$ cat src/rtl/lbbs_pkg.sv
// Package with register codes, widths and the result type for the label bounding box block.
`timescale 1ns / 1ps
package lbbs_pkg;

  localparam int unsigned COORD_W = 13;
  localparam int unsigned LABEL_W = 8;
  localparam int unsigned REG_INDEX_W = 3;

  typedef logic [COORD_W-1:0] coord_t;
  typedef logic [LABEL_W-1:0] label_t;

  typedef enum logic [REG_INDEX_W-1:0] {
    REG_IMAGE_WIDTH   = 3'd0,
    REG_MATCH_LABEL   = 3'd1,
    REG_WINDOW_LEFT   = 3'd2,
    REG_WINDOW_TOP    = 3'd3,
    REG_WINDOW_RIGHT  = 3'd4,
    REG_WINDOW_BOTTOM = 3'd5
  } reg_index_t;

  localparam coord_t IMAGE_WIDTH_RST   = 13'd640;
  localparam label_t MATCH_LABEL_RST   = 8'd1;
  localparam coord_t WINDOW_LEFT_RST   = 13'd0;
  localparam coord_t WINDOW_TOP_RST    = 13'd0;
  localparam coord_t WINDOW_RIGHT_RST  = 13'd640;
  localparam coord_t WINDOW_BOTTOM_RST = 13'd480;

  typedef struct packed {
    coord_t left;
    coord_t top;
    coord_t right;
    coord_t bottom;
    logic   found;
  } box_t;

endpackage

$ cat src/rtl/lbbs_if.sv
// Handshake interfaces for the pixel, box and configuration channels.
`timescale 1ns / 1ps
interface lbbs_pixel_if
  import lbbs_pkg::*;
();
  logic   valid;
  logic   ready;
  label_t pixel;
  logic   end_of_frame;

  modport source (output valid, output pixel, output end_of_frame, input ready);
  modport sink (input valid, input pixel, input end_of_frame, output ready);
endinterface

interface lbbs_box_if
  import lbbs_pkg::*;
();
  logic   valid;
  logic   ready;
  coord_t box_left;
  coord_t box_top;
  coord_t box_right;
  coord_t box_bottom;
  logic   found;

  modport source (output valid, output box_left, output box_top, output box_right,
                  output box_bottom, output found, input ready);
  modport sink (input valid, input box_left, input box_top, input box_right,
                input box_bottom, input found, output ready);
endinterface

interface lbbs_cfg_if
  import lbbs_pkg::*;
();
  logic                   valid;
  logic                   ready;
  logic [REG_INDEX_W-1:0] reg_index;
  coord_t                 wdata;

  modport source (output valid, output reg_index, output wdata, input ready);
  modport sink (input valid, input reg_index, input wdata, output ready);
endinterface

$ cat src/rtl/label_bounding_box_shrink.sv
// Streams a mask in raster order and reports the bounding box of one label in a window.
// The box request is registered: it appears in the cycle after the end-of-frame pixel is accepted.
// Throughput: one pixel per cycle; a pixel is taken while the box register is empty or
// being drained, so the box output register alone parts the two channels.
// Reset (rst, synchronous): registers return to their defaults, position and box clear.
// Configuration writes are taken every cycle and act from the next pixel.
`timescale 1ns / 1ps
module label_bounding_box_shrink
  import lbbs_pkg::*;
#(
  parameter int unsigned MAX_WIDTH  = 4096,
  parameter int unsigned MAX_HEIGHT = 4096
) (
  input logic         clk,
  input logic         rst,
  lbbs_cfg_if.sink    cfg,
  lbbs_pixel_if.sink  pixels,
  lbbs_box_if.source  boxes
);

  localparam int unsigned COL_W  = $clog2(MAX_WIDTH);
  localparam int unsigned ROW_W  = $clog2(MAX_HEIGHT);
  localparam int unsigned WID_W  = ($clog2(MAX_WIDTH + 1) > COORD_W) ?
                                   $clog2(MAX_WIDTH + 1) : COORD_W;
  localparam int unsigned CCMP_W = (COL_W > COORD_W) ? COL_W : COORD_W;
  localparam int unsigned RCMP_W = (ROW_W > COORD_W) ? ROW_W : COORD_W;

  // configuration registers
  coord_t image_width;
  label_t match_label;
  coord_t window_left;
  coord_t window_top;
  coord_t window_right;
  coord_t window_bottom;

  // tracking state
  logic [COL_W-1:0] column_count;
  logic [ROW_W-1:0] row_count;
  coord_t           min_column;
  coord_t           max_column_end;
  coord_t           min_row;
  coord_t           max_row_end;
  logic             any_match;

  box_t result;
  logic result_valid;

  logic              accept;
  logic [WID_W-1:0]  eff_width;
  logic [WID_W-1:0]  col_step;
  logic [CCMP_W-1:0] col_x;
  logic [RCMP_W-1:0] row_x;
  logic              hit;
  coord_t            col_c;
  coord_t            row_c;
  box_t              box_next;

  assign cfg.ready    = 1'b1;
  assign pixels.ready = !result_valid || boxes.ready;
  assign accept       = pixels.valid && pixels.ready;

  always_comb begin
    if (image_width == '0) begin
      eff_width = WID_W'(1);
    end else if (WID_W'(image_width) > WID_W'(MAX_WIDTH)) begin
      eff_width = WID_W'(MAX_WIDTH);
    end else begin
      eff_width = WID_W'(image_width);
    end
  end

  assign col_step = WID_W'(column_count) + WID_W'(1);
  assign col_x    = CCMP_W'(column_count);
  assign row_x    = RCMP_W'(row_count);

  // a matching position lies below the 13-bit window end, so it fits in 13 bits
  assign col_c = col_x[COORD_W-1:0];
  assign row_c = row_x[COORD_W-1:0];

  assign hit = (pixels.pixel == match_label) &&
               (col_x >= CCMP_W'(window_left)) && (col_x < CCMP_W'(window_right)) &&
               (row_x >= RCMP_W'(window_top)) && (row_x < RCMP_W'(window_bottom));

  always_comb begin
    box_next.left   = min_column;
    box_next.top    = min_row;
    box_next.right  = max_column_end;
    box_next.bottom = max_row_end;
    box_next.found  = any_match;
    if (hit) begin
      if (!any_match || col_c < min_column) begin
        box_next.left = col_c;
      end
      if (!any_match || (col_c + 13'd1) > max_column_end) begin
        box_next.right = col_c + 13'd1;
      end
      if (!any_match || row_c < min_row) begin
        box_next.top = row_c;
      end
      if (!any_match || (row_c + 13'd1) > max_row_end) begin
        box_next.bottom = row_c + 13'd1;
      end
      box_next.found = 1'b1;
    end
  end

  always_ff @(posedge clk) begin
    if (rst) begin
      image_width   <= IMAGE_WIDTH_RST;
      match_label   <= MATCH_LABEL_RST;
      window_left   <= WINDOW_LEFT_RST;
      window_top    <= WINDOW_TOP_RST;
      window_right  <= WINDOW_RIGHT_RST;
      window_bottom <= WINDOW_BOTTOM_RST;
    end else if (cfg.valid) begin
      unique case (cfg.reg_index)
        REG_IMAGE_WIDTH:   image_width   <= cfg.wdata;
        REG_MATCH_LABEL:   match_label   <= cfg.wdata[LABEL_W-1:0];
        REG_WINDOW_LEFT:   window_left   <= cfg.wdata;
        REG_WINDOW_TOP:    window_top    <= cfg.wdata;
        REG_WINDOW_RIGHT:  window_right  <= cfg.wdata;
        REG_WINDOW_BOTTOM: window_bottom <= cfg.wdata;
        default: ;
      endcase
    end
  end

  always_ff @(posedge clk) begin
    if (rst) begin
      column_count   <= '0;
      row_count      <= '0;
      min_column     <= '0;
      max_column_end <= '0;
      min_row        <= '0;
      max_row_end    <= '0;
      any_match      <= 1'b0;
      result_valid   <= 1'b0;
    end else begin
      if (accept && pixels.end_of_frame) begin
        result_valid <= 1'b1;
      end else if (boxes.ready) begin
        result_valid <= 1'b0;
      end
      if (accept) begin
        if (pixels.end_of_frame) begin
          result         <= box_next;
          column_count   <= '0;
          row_count      <= '0;
          min_column     <= '0;
          max_column_end <= '0;
          min_row        <= '0;
          max_row_end    <= '0;
          any_match      <= 1'b0;
        end else begin
          min_column     <= box_next.left;
          max_column_end <= box_next.right;
          min_row        <= box_next.top;
          max_row_end    <= box_next.bottom;
          any_match      <= box_next.found;
          if (col_step >= eff_width) begin
            column_count <= '0;
            // hold the last row once the row position saturates
            if (row_count != ROW_W'(MAX_HEIGHT - 1)) begin
              row_count <= row_count + ROW_W'(1);
            end
          end else begin
            column_count <= col_step[COL_W-1:0];
          end
        end
      end
    end
  end

  assign boxes.valid      = result_valid;
  assign boxes.box_left   = result.left;
  assign boxes.box_top    = result.top;
  assign boxes.box_right  = result.right;
  assign boxes.box_bottom = result.bottom;
  assign boxes.found      = result.found;

endmodule

$ cat src/flat_wrapper.sv
// flat-port wrapper written by rule: the top's interface ports become plain ports
module label_bounding_box_shrink_flat import lbbs_pkg::*;
#(
  parameter int unsigned MAX_WIDTH  = 4096,
  parameter int unsigned MAX_HEIGHT = 4096
)
  (clk, rst, cfg_valid, cfg_reg_index, cfg_wdata, cfg_ready, pixels_valid, pixels_pixel, pixels_end_of_frame, pixels_ready, boxes_valid, boxes_box_left, boxes_box_top, boxes_box_right, boxes_box_bottom, boxes_found, boxes_ready);
  lbbs_cfg_if cfg_i ();
  lbbs_pixel_if pixels_i ();
  lbbs_box_if boxes_i ();
  input logic clk;
  input logic rst;
  input wire logic [$bits(cfg_i.valid)-1:0] cfg_valid;
  input wire logic [$bits(cfg_i.reg_index)-1:0] cfg_reg_index;
  input wire logic [$bits(cfg_i.wdata)-1:0] cfg_wdata;
  output wire logic [$bits(cfg_i.ready)-1:0] cfg_ready;
  input wire logic [$bits(pixels_i.valid)-1:0] pixels_valid;
  input wire logic [$bits(pixels_i.pixel)-1:0] pixels_pixel;
  input wire logic [$bits(pixels_i.end_of_frame)-1:0] pixels_end_of_frame;
  output wire logic [$bits(pixels_i.ready)-1:0] pixels_ready;
  output wire logic [$bits(boxes_i.valid)-1:0] boxes_valid;
  output wire logic [$bits(boxes_i.box_left)-1:0] boxes_box_left;
  output wire logic [$bits(boxes_i.box_top)-1:0] boxes_box_top;
  output wire logic [$bits(boxes_i.box_right)-1:0] boxes_box_right;
  output wire logic [$bits(boxes_i.box_bottom)-1:0] boxes_box_bottom;
  output wire logic [$bits(boxes_i.found)-1:0] boxes_found;
  input wire logic [$bits(boxes_i.ready)-1:0] boxes_ready;
  assign cfg_i.valid = cfg_valid;
  assign cfg_i.reg_index = cfg_reg_index;
  assign cfg_i.wdata = cfg_wdata;
  assign cfg_ready = cfg_i.ready;
  assign pixels_i.valid = pixels_valid;
  assign pixels_i.pixel = pixels_pixel;
  assign pixels_i.end_of_frame = pixels_end_of_frame;
  assign pixels_ready = pixels_i.ready;
  assign boxes_valid = boxes_i.valid;
  assign boxes_box_left = boxes_i.box_left;
  assign boxes_box_top = boxes_i.box_top;
  assign boxes_box_right = boxes_i.box_right;
  assign boxes_box_bottom = boxes_i.box_bottom;
  assign boxes_found = boxes_i.found;
  assign boxes_i.ready = boxes_ready;
  label_bounding_box_shrink #(.MAX_WIDTH(MAX_WIDTH), .MAX_HEIGHT(MAX_HEIGHT)) u_core (.clk(clk), .rst(rst), .cfg(cfg_i), .pixels(pixels_i), .boxes(boxes_i));
endmodule
$ cat config.mk
export PLATFORM = sky130hd
export DESIGN_NAME = label_bounding_box_shrink_flat
export DESIGN_NICKNAME = d
export VERILOG_FILES = /design/src/rtl/lbbs_pkg.sv /design/src/rtl/lbbs_if.sv /design/src/rtl/label_bounding_box_shrink.sv /design/src/flat_wrapper.sv
export SDC_FILE = /design/constraint.sdc
export NUM_CORES = 1
export LEC_CHECK = 0
export ABC_CLOCK_PERIOD_IN_PS = 6860
export BUFFER_PORTS_ARGS = -buffer_cell sky130_fd_sc_hd__buf_2
export CORE_AREA = 8 8 224 226
export CTS_CLUSTER_SIZE = 16
export DETAILED_ROUTE_END_ITERATION = 8
export DIE_AREA = 0 0 232 234
export HOLD_SLACK_MARGIN = 0.15
export PLACE_DENSITY = 0.51
export SLEW_MARGIN = 0
export SYNTH_ARGS = -nofsm -noshare
export SYNTH_HDL_FRONTEND = slang
export SYNTH_SLANG_ARGS = --single-unit
$ cat constraint.sdc
create_clock -name clk -period 6.86 [get_ports clk]
set_input_delay 0.343 -clock clk [delete_from_list [all_inputs] [get_ports clk]]
set_output_delay 0.343 -clock clk [all_outputs]
set_load 0.03 [all_outputs]
[After elaboration in Yosys (flattened, before gate mapping)]
Cells that the tools add are included.
Storage, ports and cells
  bits in registers: 204
  bits of input ports: 30
  output and inout port bits: 56
  logic and storage cells: 85
Cells by class
  add/sub/neg operators: 3
  order comparisons: 10
  eq/ne operators: 7
  mux-type cells: 19
  bitwise logic cells: 1
  reduce and logical (&&, ||, !) cells: 26
Operators by type and width (count)
  $mux 13: 10
  $mux 12: 5
  $mux 53: 1
  $lt 12x13->1: 4
  $add 12x1->13 const B: 2
  $ge 12x13->1: 2
  $gt 13x13->1: 2
  $ge 13x13->1: 1
  $gt 13x13->1 const B: 1
  $logic_not 13->1: 1
  $add 12x1->12 const B: 1
  $ne 12x12->1 const B: 1
  $reduce_and 2->1: 6
  $eq 8x8->1: 1
  $eq 3x2->1 const B: 2
  $eq 3x3->1 const B: 2
  $logic_and 1x1->1: 6
  $reduce_and 3->1: 2
  $reduce_bool 2->1: 3
  $logic_or 1x1->1: 5
  $eq 3x1->1 const B: 1
  $logic_not 3->1: 1
  $mux 1: 3
  $logic_not 1->1: 2
  $not 1->1: 1

[Logic depth before layout (Yosys ltp)]
Gate-level depths: netlist of the first run.
  depth after elaboration: 7
  gate-level depth with buffers: 15
  gate-level depth less buffers: 14

[Worst setup path before layout of the first run]
Ideal clock, no wire load.
  path type: register to register
  start: reg u_core.result_valid (netlist: u_core.boxes.valid)
  end: reg u_core.result (netlist bit u_core.boxes.box_bottom[0]) (enable)
  setup time: 0.464 ns
  arrival time: 3.867 ns
  required time: 6.396 ns
  slack: 2.529 ns
  cell stages (with the launch flop): 7
  period minus slack after synthesis: 4.331 ns
  cell sequence: dfxtp_1 > nand2b_1 > and2_1 > clkbuf_1 > nand2_1 > clkbuf_1 > nor2_1
On the way
  longest elaborated chain between the ends: 4
RTL lines
  start, declared: RTL line label_bounding_box_shrink.sv:46  | logic result_valid;
  start signal, assigned: RTL line label_bounding_box_shrink.sv:137  | result_valid <= 1'b0;
  start signal, assigned: RTL line label_bounding_box_shrink.sv:140  | result_valid <= 1'b1;
  start signal, assigned: RTL line label_bounding_box_shrink.sv:142  | result_valid <= 1'b0;
  $logic_not 1->1: RTL line label_bounding_box_shrink.sv:59  | assign pixels.ready = !result_valid || boxes.ready;
  $logic_or 1x1->1: RTL line label_bounding_box_shrink.sv:59
  via pixels_ready: RTL line flat_wrapper.sv:20  | output wire logic [$bits(pixels_i.ready)-1:0] pixels_ready;
  $logic_and 1x1->1: RTL line label_bounding_box_shrink.sv:60  | assign accept = pixels.valid && pixels.ready;
  $reduce_and 3->1 (no source line)
  end signal, assigned: RTL line label_bounding_box_shrink.sv:146  | result <= box_next;
  end, declared: RTL line label_bounding_box_shrink.sv:45  | box_t result;
The timed path passes the listed nets, and every way through them passes these cells.
A chain may end at the register's enable or synchronous reset.

[Worst setup path after layout of the first run]
  start: reg u_core.column_count[2]
  end: reg u_core.max_column_end[10]
On the way
  longest elaborated chain between the ends: 7
RTL lines
  start, declared: RTL line label_bounding_box_shrink.sv:37  | logic [COL_W-1:0] column_count;
  start signal, assigned: RTL line label_bounding_box_shrink.sv:167  | column_count <= col_step[COL_W-1:0];
  branches (longest 5 deep; another with $add 12x1->13)
  $mux 53 (*): RTL line label_bounding_box_shrink.sv:90  | if (hit) begin
  $mux 13 (*): RTL line label_bounding_box_shrink.sv:145  | if (pixels.end_of_frame) begin
  end signal, assigned: RTL line label_bounding_box_shrink.sv:156  | max_column_end <= box_next.right;
  end, declared: RTL line label_bounding_box_shrink.sv:40  | coord_t max_column_end;
Mark *: on every way between the ends.

==> results of run 1 <==
per-stage QoR:
step	cells	util, %	hold slack [ns]
floorplan	1312	-	0.429
global route	2001	28.9	0.275
global placement	1941	26.7	0.444
finish	2001	28.9	0.275
detailed placement	1941	26.7	0.447
CTS	2001	28.9	0.259
kinds of logic after synthesis:
kind of cell               share of synthesized area, %
buffers and inverters                              6.22
DFF                                                40.0
and+or+nand+nor                                    18.3
AOI/OAI and AO/OA                                  17.8
muxes                                              3.62
other                                            0.0325
xor gates and xnor gates                           2.13
adders and majority gates                          11.8
routing by layer:
metal	share of wire (%)	track usage, %	routed length (um)	up-vias
met5	0	0	0	-
met4	1.9	3.21	664	0
met3	5.0	2.04	1750	38
met2	44	20.0	15600	234
met1	49	17.6	17100	4652
li1	-	-	-	4873
power groups by stage:
stage	Clock (mW)	Sequential, mW	Combinational (mW)
after floorplan	0	1.30	0.0886
after global placement	0	1.29	0.170
final	1.40	1.26	0.177
after global routing	1.49	1.26	0.193
after detailed placement	0	1.29	0.171
after CTS	1.44	1.26	0.178
critical path: stages, from the launching register on:
cell and delay (ns):
dfxtp_1 0.56, and3_1 0.22, nand3_1 0.16, or2_2 0.40, nor3_1 0.23, xor2_1 0.47
ha_1 0.21, nand2_1 0.07, nor4_1 0.41, o31ai_1 0.15, a32oi_1 0.40, nor2b_1 0.88
nand4_1 0.18, a21oi_1 0.18
how the worst min path moves through the flow:
| stage | start | endpoint | slack [ns] | depth (start not counted) |
|---|---|---|---|---|
| final | pixels_end_of_frame | u_core.min_row[0] | 0.28 | 4 |
| after global routing | pixels_end_of_frame | u_core.min_row[0] | 0.28 | 4 |
| after CTS | pixels_end_of_frame | u_core.min_row[0] | 0.26 | 4 |
| after detailed placement | u_core.window_left[11] | u_core.window_left[11] | 0.45 | 2 |
| after global placement | u_core.window_bottom[10] | u_core.window_bottom[10] | 0.44 | 2 |
| after floorplan | u_core.min_column[12] | u_core.min_column[12] | 0.43 | 2 |
placed cells by master, fill, tap and decap left out, drive strengths merged, types with 11 or more instances in the layout:
cell type    count
o21ai           34
nor3            11
and3            34
a21o            18
mux2            35
nand3           67
dfxtp          151
nand2b          17
a221o           11
buf            100
inv             98
o211ai          55
o2111ai         26
edfxtp          53
a21oi          126
nand2          193
nand4           48
ha             109
xnor2           20
clkbuf          37
nor2            34
dlygate4sd3     16
cell type report:
| cell class | count | share of cell area [%] |
|---|---|---|
| inverters | 99 | 2.75 |
| multi-input cells | 923 | 45.8 |
| clock inverters | 7 | 0.832 |
| well taps | 615 | 5.68 |
| clock buffers | 37 | 5.63 |
| repair buffers | 116 | 5.19 |
| flip-flops and latches | 204 | 34.1 |
==> flow_summary_export.csv, run 1 <==
group,metric,value,unit
status,status,"completed",
yosys,yosysMostFrequentCell,"nand2_1",
critical_path,startpoint,"u_core.column_count[2]",
die,num_io_pins,86,
yosys,synth_cells,1312,
power_and_ir_drop,pwr-share-comb,6.2,%
placed_design,place_area,0.0125,mm^2
power_and_ir_drop,power.density,210,mW/mm^2
timing,finalHoldViolations,0,
yosys,seq_area_frac_synth,40.0,%
clock_tree,cts_resized,0,
job,cap_violations,0,
clock_tree,clockBufferDepth,3,
timing,setup_viol,0,
yosys,syn_area,0.0115,mm^2
finish,seqCellArea,0.00461,mm^2
critical_path,crit_end,"u_core.max_column_end[10]",
timing,relSlewSlack,23.0,%
route,first_pass_iters,5,
finish,fin_nets,1507,
yosys,synth_top_area_share,26.2,%
critical_path,reg2regPathDepth,13,
critical_path,path_class,"reg2reg",
finish,syn_to_final_growth,17.5,%
timing,fin_skew,0.0109,ns
yosys,synthFlopType,"dfxtp_1",
finish,fin_area,0.0135,mm^2
yosys,synth_area_leader_cell,"dfxtp_1",
die,initial_core_util,24.6,%
power_and_ir_drop,p_int,2.17,mW
placed_design,globalplace.congestion,0.813,
hold_path,hold_class,"in2reg",
clock_tree,h-tree-depth,1,
yosys,synthArstFlopShare,0,%
timing,worst_pin_slew,1.15,ns
grt,antenna_found_initial,1,
die,die-area,0.0543,mm^2
grt,grt_max_degree,85,
yosys,syn-num-nets,1451,
route,ant_nets,0,
die,dieWidth,232,um
finish,n_antenna_cell,0,
route,vias_per_cell,4.90,
timing,drv_slew,0,
route,drt_iter0_markers,795,
clock_tree,clk_latency,0.53,ns
critical_path,reg2reg_from,"u_core.column_count[2]",
yosys,synth_area_leaders,"dfxtp_1 26%, edfxtp_1 14%, ha_1 12%",
critical_path,path_max_fanout,12,
finish,drive_gt1_share,13.3,%
timing,layout_min_cycle_time,4.60,ns
power_and_ir_drop,p_clk_share,49.4,%
die,rows,80,
die,core_area,0.0468,mm^2
timing,min_period_over_period,67.0,%
yosys,synth_seq_cells,204,
finish,multi_input_area,0.00621,mm^2
die,die-height,234,um
clock_tree,path_clk_slew,0.06,ns
timing,clock.fmax,218,MHz
grt,first_global_vias,9525,
timing,setup-tns-final,0,ns
critical_path,rrSetupSlack,2.26,ns
grt,grt_overflow,0,
clock_tree,cts_tree,"built",
grt,grt_util_all_layers,12.6,%
route,vias,9797,
clock_tree,cts_setup_buffers,0,
route,routedWlPerCell,17.5,um
critical_path,r2r-end,"u_core.max_column_end[10]",
route,drc,0,
critical_path,cp.arrival,5.06,ns
power_and_ir_drop,p_sw_share,23.5,%
power_and_ir_drop,p_seq_share,44.4,%
clock_tree,cts_buffers,24,
critical_path,crit_required,7.32,ns
placed_design,dp_hpwl,24800,um
timing,rsz0062_at_grt,"no",
critical_path,start_kind,"register",
clock_tree,cts_sinks,204,
power_and_ir_drop,p_leak,5.05,nW
power_and_ir_drop,ir_drop,0.150,mV
grt,grt_pass1_wl,55100,um
timing,setup_ws,2.26,ns
placed_design,io_buffers,84,
clock_tree,ctsRootBufferMaster,"clkbuf_16",
clock_tree,hold_buffers,16,
power_and_ir_drop,power,2.84,mW
yosys,synth_area_per_cell,8.78,um^2
yosys,synth_edf_count,53,
power_and_ir_drop,switchingPower,667,uW
placed_design,dp_slack,2.35,ns
yosys,yosysWarnings,0,
critical_path,cp-end-kind,"register",
route,drt_wl_total,35100,um
finish,fillers,5019,
yosys,synthTopCellsByCount,"193 x nand2_1, 151 x dfxtp_1, 126 x a21oi_1",
yosys,synth.distinct_cells,58,
Note: power is estimated with default switching activity, not from simulation.
==> run 2: changes to the inputs <==
- ABC_CLOCK_PERIOD_IN_PS: 6860 -> 3900
- PLACE_DENSITY: 0.51 -> 0.52
- clock period: 6.86 -> 3.9 ns (I/O delays scaled with it)
==> run 2 against run 1 <==
  * Die area did not move
  * Highest routed layer is now met5
  * Routed wire length grew 3.6%
  * Non-clock buffer count increased by 50
  * Global-route usage increased by 0.49 points
  * Worst setup slack got worse by 2.0 ns
  * Clock power grew 69%
  * Cell area rose by 2.8%
  * Critical path depth did not move
  * Via count increased by 3.2%
  * Critical endpoint is now u_core.boxes.box_bottom[0]
  * Final cell count is 2.6% higher
  * Clock-buffer cell count down 7
  * Largest power group unchanged
==> flow_summary_export.csv, run 2 (synthesized netlist as in run 1, its figures left out) <==
group,metric,value,unit
status,status,"completed",
grt,antenna_found_initial,2,
critical_path,cp_top_family,"simple AND/OR/NAND/NOR gates",
timing,layout_min_cycle_time,3.63,ns
route,vias,10113,
timing,clock.fmax,276,MHz
finish,layout_commonest_cell,"nand2_1",
critical_path,reg2reg_from,"u_core.row_count[0]",
critical_path,startpoint,"u_core.row_count[0]",
finish,syn_to_final_growth,20.9,%
critical_path,crit_chain,"ha_1 -> and3_1 -> nand3_1 -> xnor2_1 -> buf_4 -> ha_1 -> nand4_1 -> a311oi_1 -> o41ai_2 -> and2_1 -> nor2_1 -> buf_4 -> mux2_2",
die,num_io_pins,86,
power_and_ir_drop,power.density,352,mW/mm^2
critical_path,crit_buf_inv,2,
clock_tree,cts_sinks,204,
route,vias_per_cell,4.93,
placed_design,dp_cells,1987,
grt,grt_use_met1,18.3,%
critical_path,start_kind,"register",
critical_path,crit_cells,13,
route,routedWlPerCell,17.7,um
critical_path,crit_required,4.19,ns
grt,grt_pass1_wl,57000,um
timing,relSlewSlack,24.4,%
route,drt_iter0_markers,732,
finish,fin_nets,1558,
clock_tree,clockBufferDepth,3,
grt,grtUsageMet3,1.81,%
hold_path,hold_class,"in2reg",
critical_path,crit_end,"u_core.boxes.box_bottom[0]",
die,dieWidth,232,um
die,initial_core_util,24.6,%
clock_tree,cts_buffers,25,
critical_path,path_class,"reg2reg",
grt,grt.met2_usage,20.8,%
finish,layout_common_cells,"192 x nand2_1, 150 x dfxtp_1, 126 x a21oi_1, 109 x ha_1, 98 x inv_1",
critical_path,cpMaxStageDelayCell,"dfxtp_1",
critical_path,cp.arrival,3.92,ns
timing,setup_viol,0,
timing,fin_skew,0.0157,ns
clock_tree,h-tree-depth,1,
timing,drv_slew,0,
route,ant_nets,0,
clock_tree,ctsRootBufferMaster,"clkbuf_16",
grt,grt_util_all_layers,13.1,%
route,first_pass_iters,5,
critical_path,cp-end-kind,"register",
placed_design,dp_hpwl,26000,um
power_and_ir_drop,ir_drop,0.258,mV
grt,grt_overflow,0,
die,core_area,0.0468,mm^2
critical_path,rrSetupSlack,0.27,ns
placed_design,io_buffers,84,
timing,setup-tns-final,0,ns
critical_path,path_max_fanout,13,
finish,fillers,4978,
grt,top_usage_layer,"met2",
grt,first_global_vias,9863,
clock_tree,clk_latency,0.54,ns
timing,rsz0062_at_grt,"no",
grt,grt_max_degree,90,
clock_tree,path_clk_slew,0.07,ns
die,die-height,234,um
timing,finalHoldViolations,0,
placed_design,globalplace.congestion,0.790,
die,die-area,0.0543,mm^2
critical_path,max_stage_delay,0.56,ns
power_and_ir_drop,p_leak,5.29,nW
timing,worst_pin_slew,1.13,ns
critical_path,r2r-end,"u_core.boxes.box_bottom[0]",
route,drt_wl_total,36400,um
route,drc,0,
finish,stdcell_count,2053,
job,cap_violations,0,
timing,min_period_over_period,93.0,%
clock_tree,cts_setup_buffers,0,
critical_path,reg2regPathDepth,13,
finish,drive_gt1_share,16.1,%
die,rows,80,
hold_path,hold-path-cell-count,4,
clock_tree,cts_tree,"built",
run 2: layer usage:
metal / part of all wire (%) / vias to the layer above
met1: 47 / 4825
met3: 5.4 / 55
met4: 2.4 / 2
met5: 0.036 / -
met2: 45 / 269
li1: - / 4962
run 2: final cells by class:
class	count	area, um^2	share of cell area (%)
antenna	1	2.50	0.0180
tap	615	769	5.53
sequential	204	4620	33.1
timing repair buffer	166	1110	8.00
clock buffer	30	644	4.63
clock inverter	15	171	1.23
inverter	99	372	2.67
multi-input combinational	923	6240	44.8
run 2: through the flow:
stage               utilization [%]  setup slack [ns]  hold slack (ns)  area (um^2)  power, mW
detailed placement             27.5             0.171            0.447        12900       2.57
global route                   29.7            0.0180            0.304        13900       5.07
CTS                            29.7             0.137            0.224        13900       4.97
floorplan                         -             0.258            0.319        11500       2.45
global placement               27.5             0.229            0.444        12900       2.57
finish                         29.7             0.273            0.247        13900       4.90
run 2: report_power, final:
group	switching (mW)	internal, mW	total, mW	leakage (nW)
Sequential	0.0160	2.20	2.21	1.69
Combinational	0.233	0.0929	0.326	3.20
Clock	0.927	1.43	2.36	0.398
Total	1.18	3.72	4.90	5.29
run 2: worst min-delay path by stage:
stage,end,slack (ns),startpoint
after CTS,u_core.match_label[0],0.22,cfg_reg_index[0]
after global placement,u_core.window_left[9],0.44,u_core.window_left[9]
after global routing,u_core.match_label[7],0.30,cfg_reg_index[0]
after detailed placement,u_core.window_right[11],0.45,u_core.window_right[11]
final,u_core.match_label[0],0.25,cfg_reg_index[0]
after floorplan,u_core.image_width[7],0.32,cfg_wdata[7]
run 2: repair_timing:
action,CTS,global route
gates resized for setup,0,6
hold endpoints to repair,89,0
hold buffers,20,0
endpoints found under the setup margin,0,39
run 2: worst min-delay path: cells and delay by family:
kind / cells / cell delay [ns]
buffers and inverters: 1 / 0.13
and+or+nand+nor: 3 / 0.41
==> run 3: changes to the inputs <==
--- a/config.mk
+++ b/config.mk
@@ -13,5 +13,7 @@
 export DIE_AREA = 0 0 232 234
 export HOLD_SLACK_MARGIN = 0.15
+export MAX_ROUTING_LAYER = met4
 export PLACE_DENSITY = 0.52
+export RECOVER_POWER = 25
 export SLEW_MARGIN = 0
 export SYNTH_ARGS = -nofsm -noshare
==> constraint.sdc (replaced) <==
create_clock -name clk -period 3.9 [get_ports clk]
set_input_delay 0.195 -clock clk [delete_from_list [all_inputs] [get_ports clk]]
set_output_delay 0.195 -clock clk [all_outputs]
set_load 0.005 [all_outputs]
==> run 3 against run 2 <==
  * The flow now finishes with violations (capacitance limit, slew limit)
  * Maximum frequency up 0.93%
  * Largest power group unchanged
  * Die area unchanged
  * Critical path type unchanged
  * Cell area shrank 0.49%
  * Highest routed layer is now met4
==> flow_summary_export.csv, run 3 (synthesized netlist as in run 1, its figures left out) <==
group,metric,value,unit
critical_path,start_kind,"register",
power_and_ir_drop,switchingPower,1.15,mW
power_and_ir_drop,p_int,3.72,mW
grt,grt_pass1_wl,57000,um
power_and_ir_drop,p_leak,5.17,nW
die,die-height,234,um
timing,clock.fmax,278,MHz
power_and_ir_drop,power.density,351,mW/mm^2
route,ant_nets,0,
critical_path,crit_chain,"ha_1 -> and3_1 -> and3_1 -> nand3_1 -> xnor2_1 -> ha_1 -> and4_1 -> a211oi_1 -> o211ai_1 -> a221oi_1 -> buf_4 -> nor4_1 -> buf_4 -> a221o_1",
timing,layout_min_cycle_time,3.59,ns
clock_tree,path_clk_slew,0.06,ns
route,drt_iter0_markers,696,
timing,setup_viol,0,
clock_tree,h-tree-depth,1,
grt,grt_util_all_layers,13.5,%
job,cap_violations,3,
route,vias,10131,
finish,final_util,29.6,%
hold_path,min_from,"cfg_reg_index[0]",
timing,hold_ws,0.244,ns
die,die-area,0.0543,mm^2
clock_tree,cts_tree,"built",
hold_path,hold_class,"in2reg",
route,first_pass_iters,5,
status,status,"finished, violations left",
placed_design,globalplace.congestion,0.801,
grt,grt_overflow,0,
timing,drv_slew,169,
finish,fin_nets,1558,
finish,layout_commonest_cell,"nand2_1",
finish,syn_to_final_growth,20.3,%
clock_tree,cts_buffers,25,
critical_path,cp-end-kind,"register",
power_and_ir_drop,p_sw_share,23.6,%
placed_design,dp_slack,0.171,ns
die,num_io_pins,86,
timing,setup-tns-final,0,ns
critical_path,path_class,"reg2reg",
timing,finalHoldViolations,0,
critical_path,cp.arrival,4.01,ns
die,dieWidth,232,um
critical_path,max_stage_delay,0.46,ns
timing,rsz0062_at_grt,"no",
status,violations,"capacitance limit, slew limit",
clock_tree,clockBufferDepth,3,
finish,drive_gt1_share,12.6,%
grt,antenna_found_initial,2,
critical_path,startpoint,"u_core.column_count[0]",
route,vias_per_cell,4.93,
placed_design,dp_hpwl,26000,um
route,drc,0,
timing,relSlewSlack,-33.1,%
power_and_ir_drop,pwr-share-comb,6.0,%
timing,min_period_over_period,92.1,%
route,drt_wl_total,36500,um
critical_path,cpMaxStageDelayCell,"xnor2_1",
power_and_ir_drop,p_clk_share,48.5,%
clock_tree,clk_latency,0.54,ns
critical_path,path_max_fanout,16,
die,rows,80,
power_and_ir_drop,p_seq_share,45.5,%
grt,first_global_vias,9880,
power_and_ir_drop,ir_drop,0.257,mV
timing,worst_pin_slew,1.99,ns
finish,layout_common_cells,"192 x nand2_1, 150 x dfxtp_1, 126 x a21oi_1, 109 x ha_1, 99 x inv_1",
timing,setup_ws,0.306,ns
clock_tree,cts_setup_buffers,0,
grt,grt_max_degree,90,
placed_design,io_buffers,84,
die,core_area,0.0468,mm^2
critical_path,crit_required,4.32,ns
die,initial_core_util,24.6,%
clock_tree,ctsRootBufferMaster,"clkbuf_16",
critical_path,reg2reg_from,"u_core.column_count[0]",
route,routedWlPerCell,17.8,um
timing,fin_skew,0.0143,ns
clock_tree,cts_sinks,204,
==> run 3: power by group through the flow <==
stage	logic, mW	registers (mW)	clock network (mW)
floorplan	0.154	2.26	0
global placement	0.277	2.26	0
detailed placement	0.280	2.26	0
CTS	0.297	2.21	2.42
global route	0.320	2.22	2.50
finish	0.291	2.22	2.36
==> run 3: final timing paths <==
check	endpoint	cells past startpoint	slack (ns)
hold reg to reg	u_core.window_bottom[10]	2	0.45
setup / recovery	u_core.row_count[8]	14	0.31
hold / removal	u_core.match_label[6]	5	0.24
setup reg to reg	u_core.row_count[8]	14	0.31
==> run 3: final cells by class <==
type                            instances  area (um^2)
Multi-Input combinational cell        923         6230
Clock inverter                         15          171
Tap cell                              615          769
Inverter                               99          372
Sequential cell                       204         4620
Clock buffer                           30          644
Fill cell                            4996        33000
Antenna cell                            2         5.00
Timing Repair Buffer                  166         1050
==> run 3: stage by stage <==
step                      cell area (um^2)  total power, mW  std cells
after CTS                            13900             4.93       2052
final                                13900             4.87       2054
after global placement               12900             2.54       1987
after detailed placement             12900             2.54       1987
after floorplan                      11500             2.41       1312
after global routing                 13900             5.04       2054
==> run 3: worst max-delay path: cells and delay by family, from the launching register on <==
family	cells	cell delay (ns)
DFF	1	0.33
adders and majority gates	2	0.51
buffers and inverters	2	0.44
xor gates and xnor gates	1	0.46
AOI/OAI and AO/OA	4	0.99
and+or+nand+nor	5	0.74
==> run 3: routing by layer <==
layer  GRT usage (%)  wire length [um]  vias up
met2            20.8             16300      249
met4            3.88               891        0
met1            18.3             17500     4863
met5               -                 0        -
met3            1.65              1830       54
li1                -                 -     4965
==> run 3: repair_timing <==
| item | 4_1_cts | 5_1_grt |
|---|---|---|
| hold endpoints to repair | 89 | 0 |
| hold buffers | 20 | 0 |
| gates resized for setup | 0 | 6 |
| endpoints found under the setup margin | 0 | 41 |
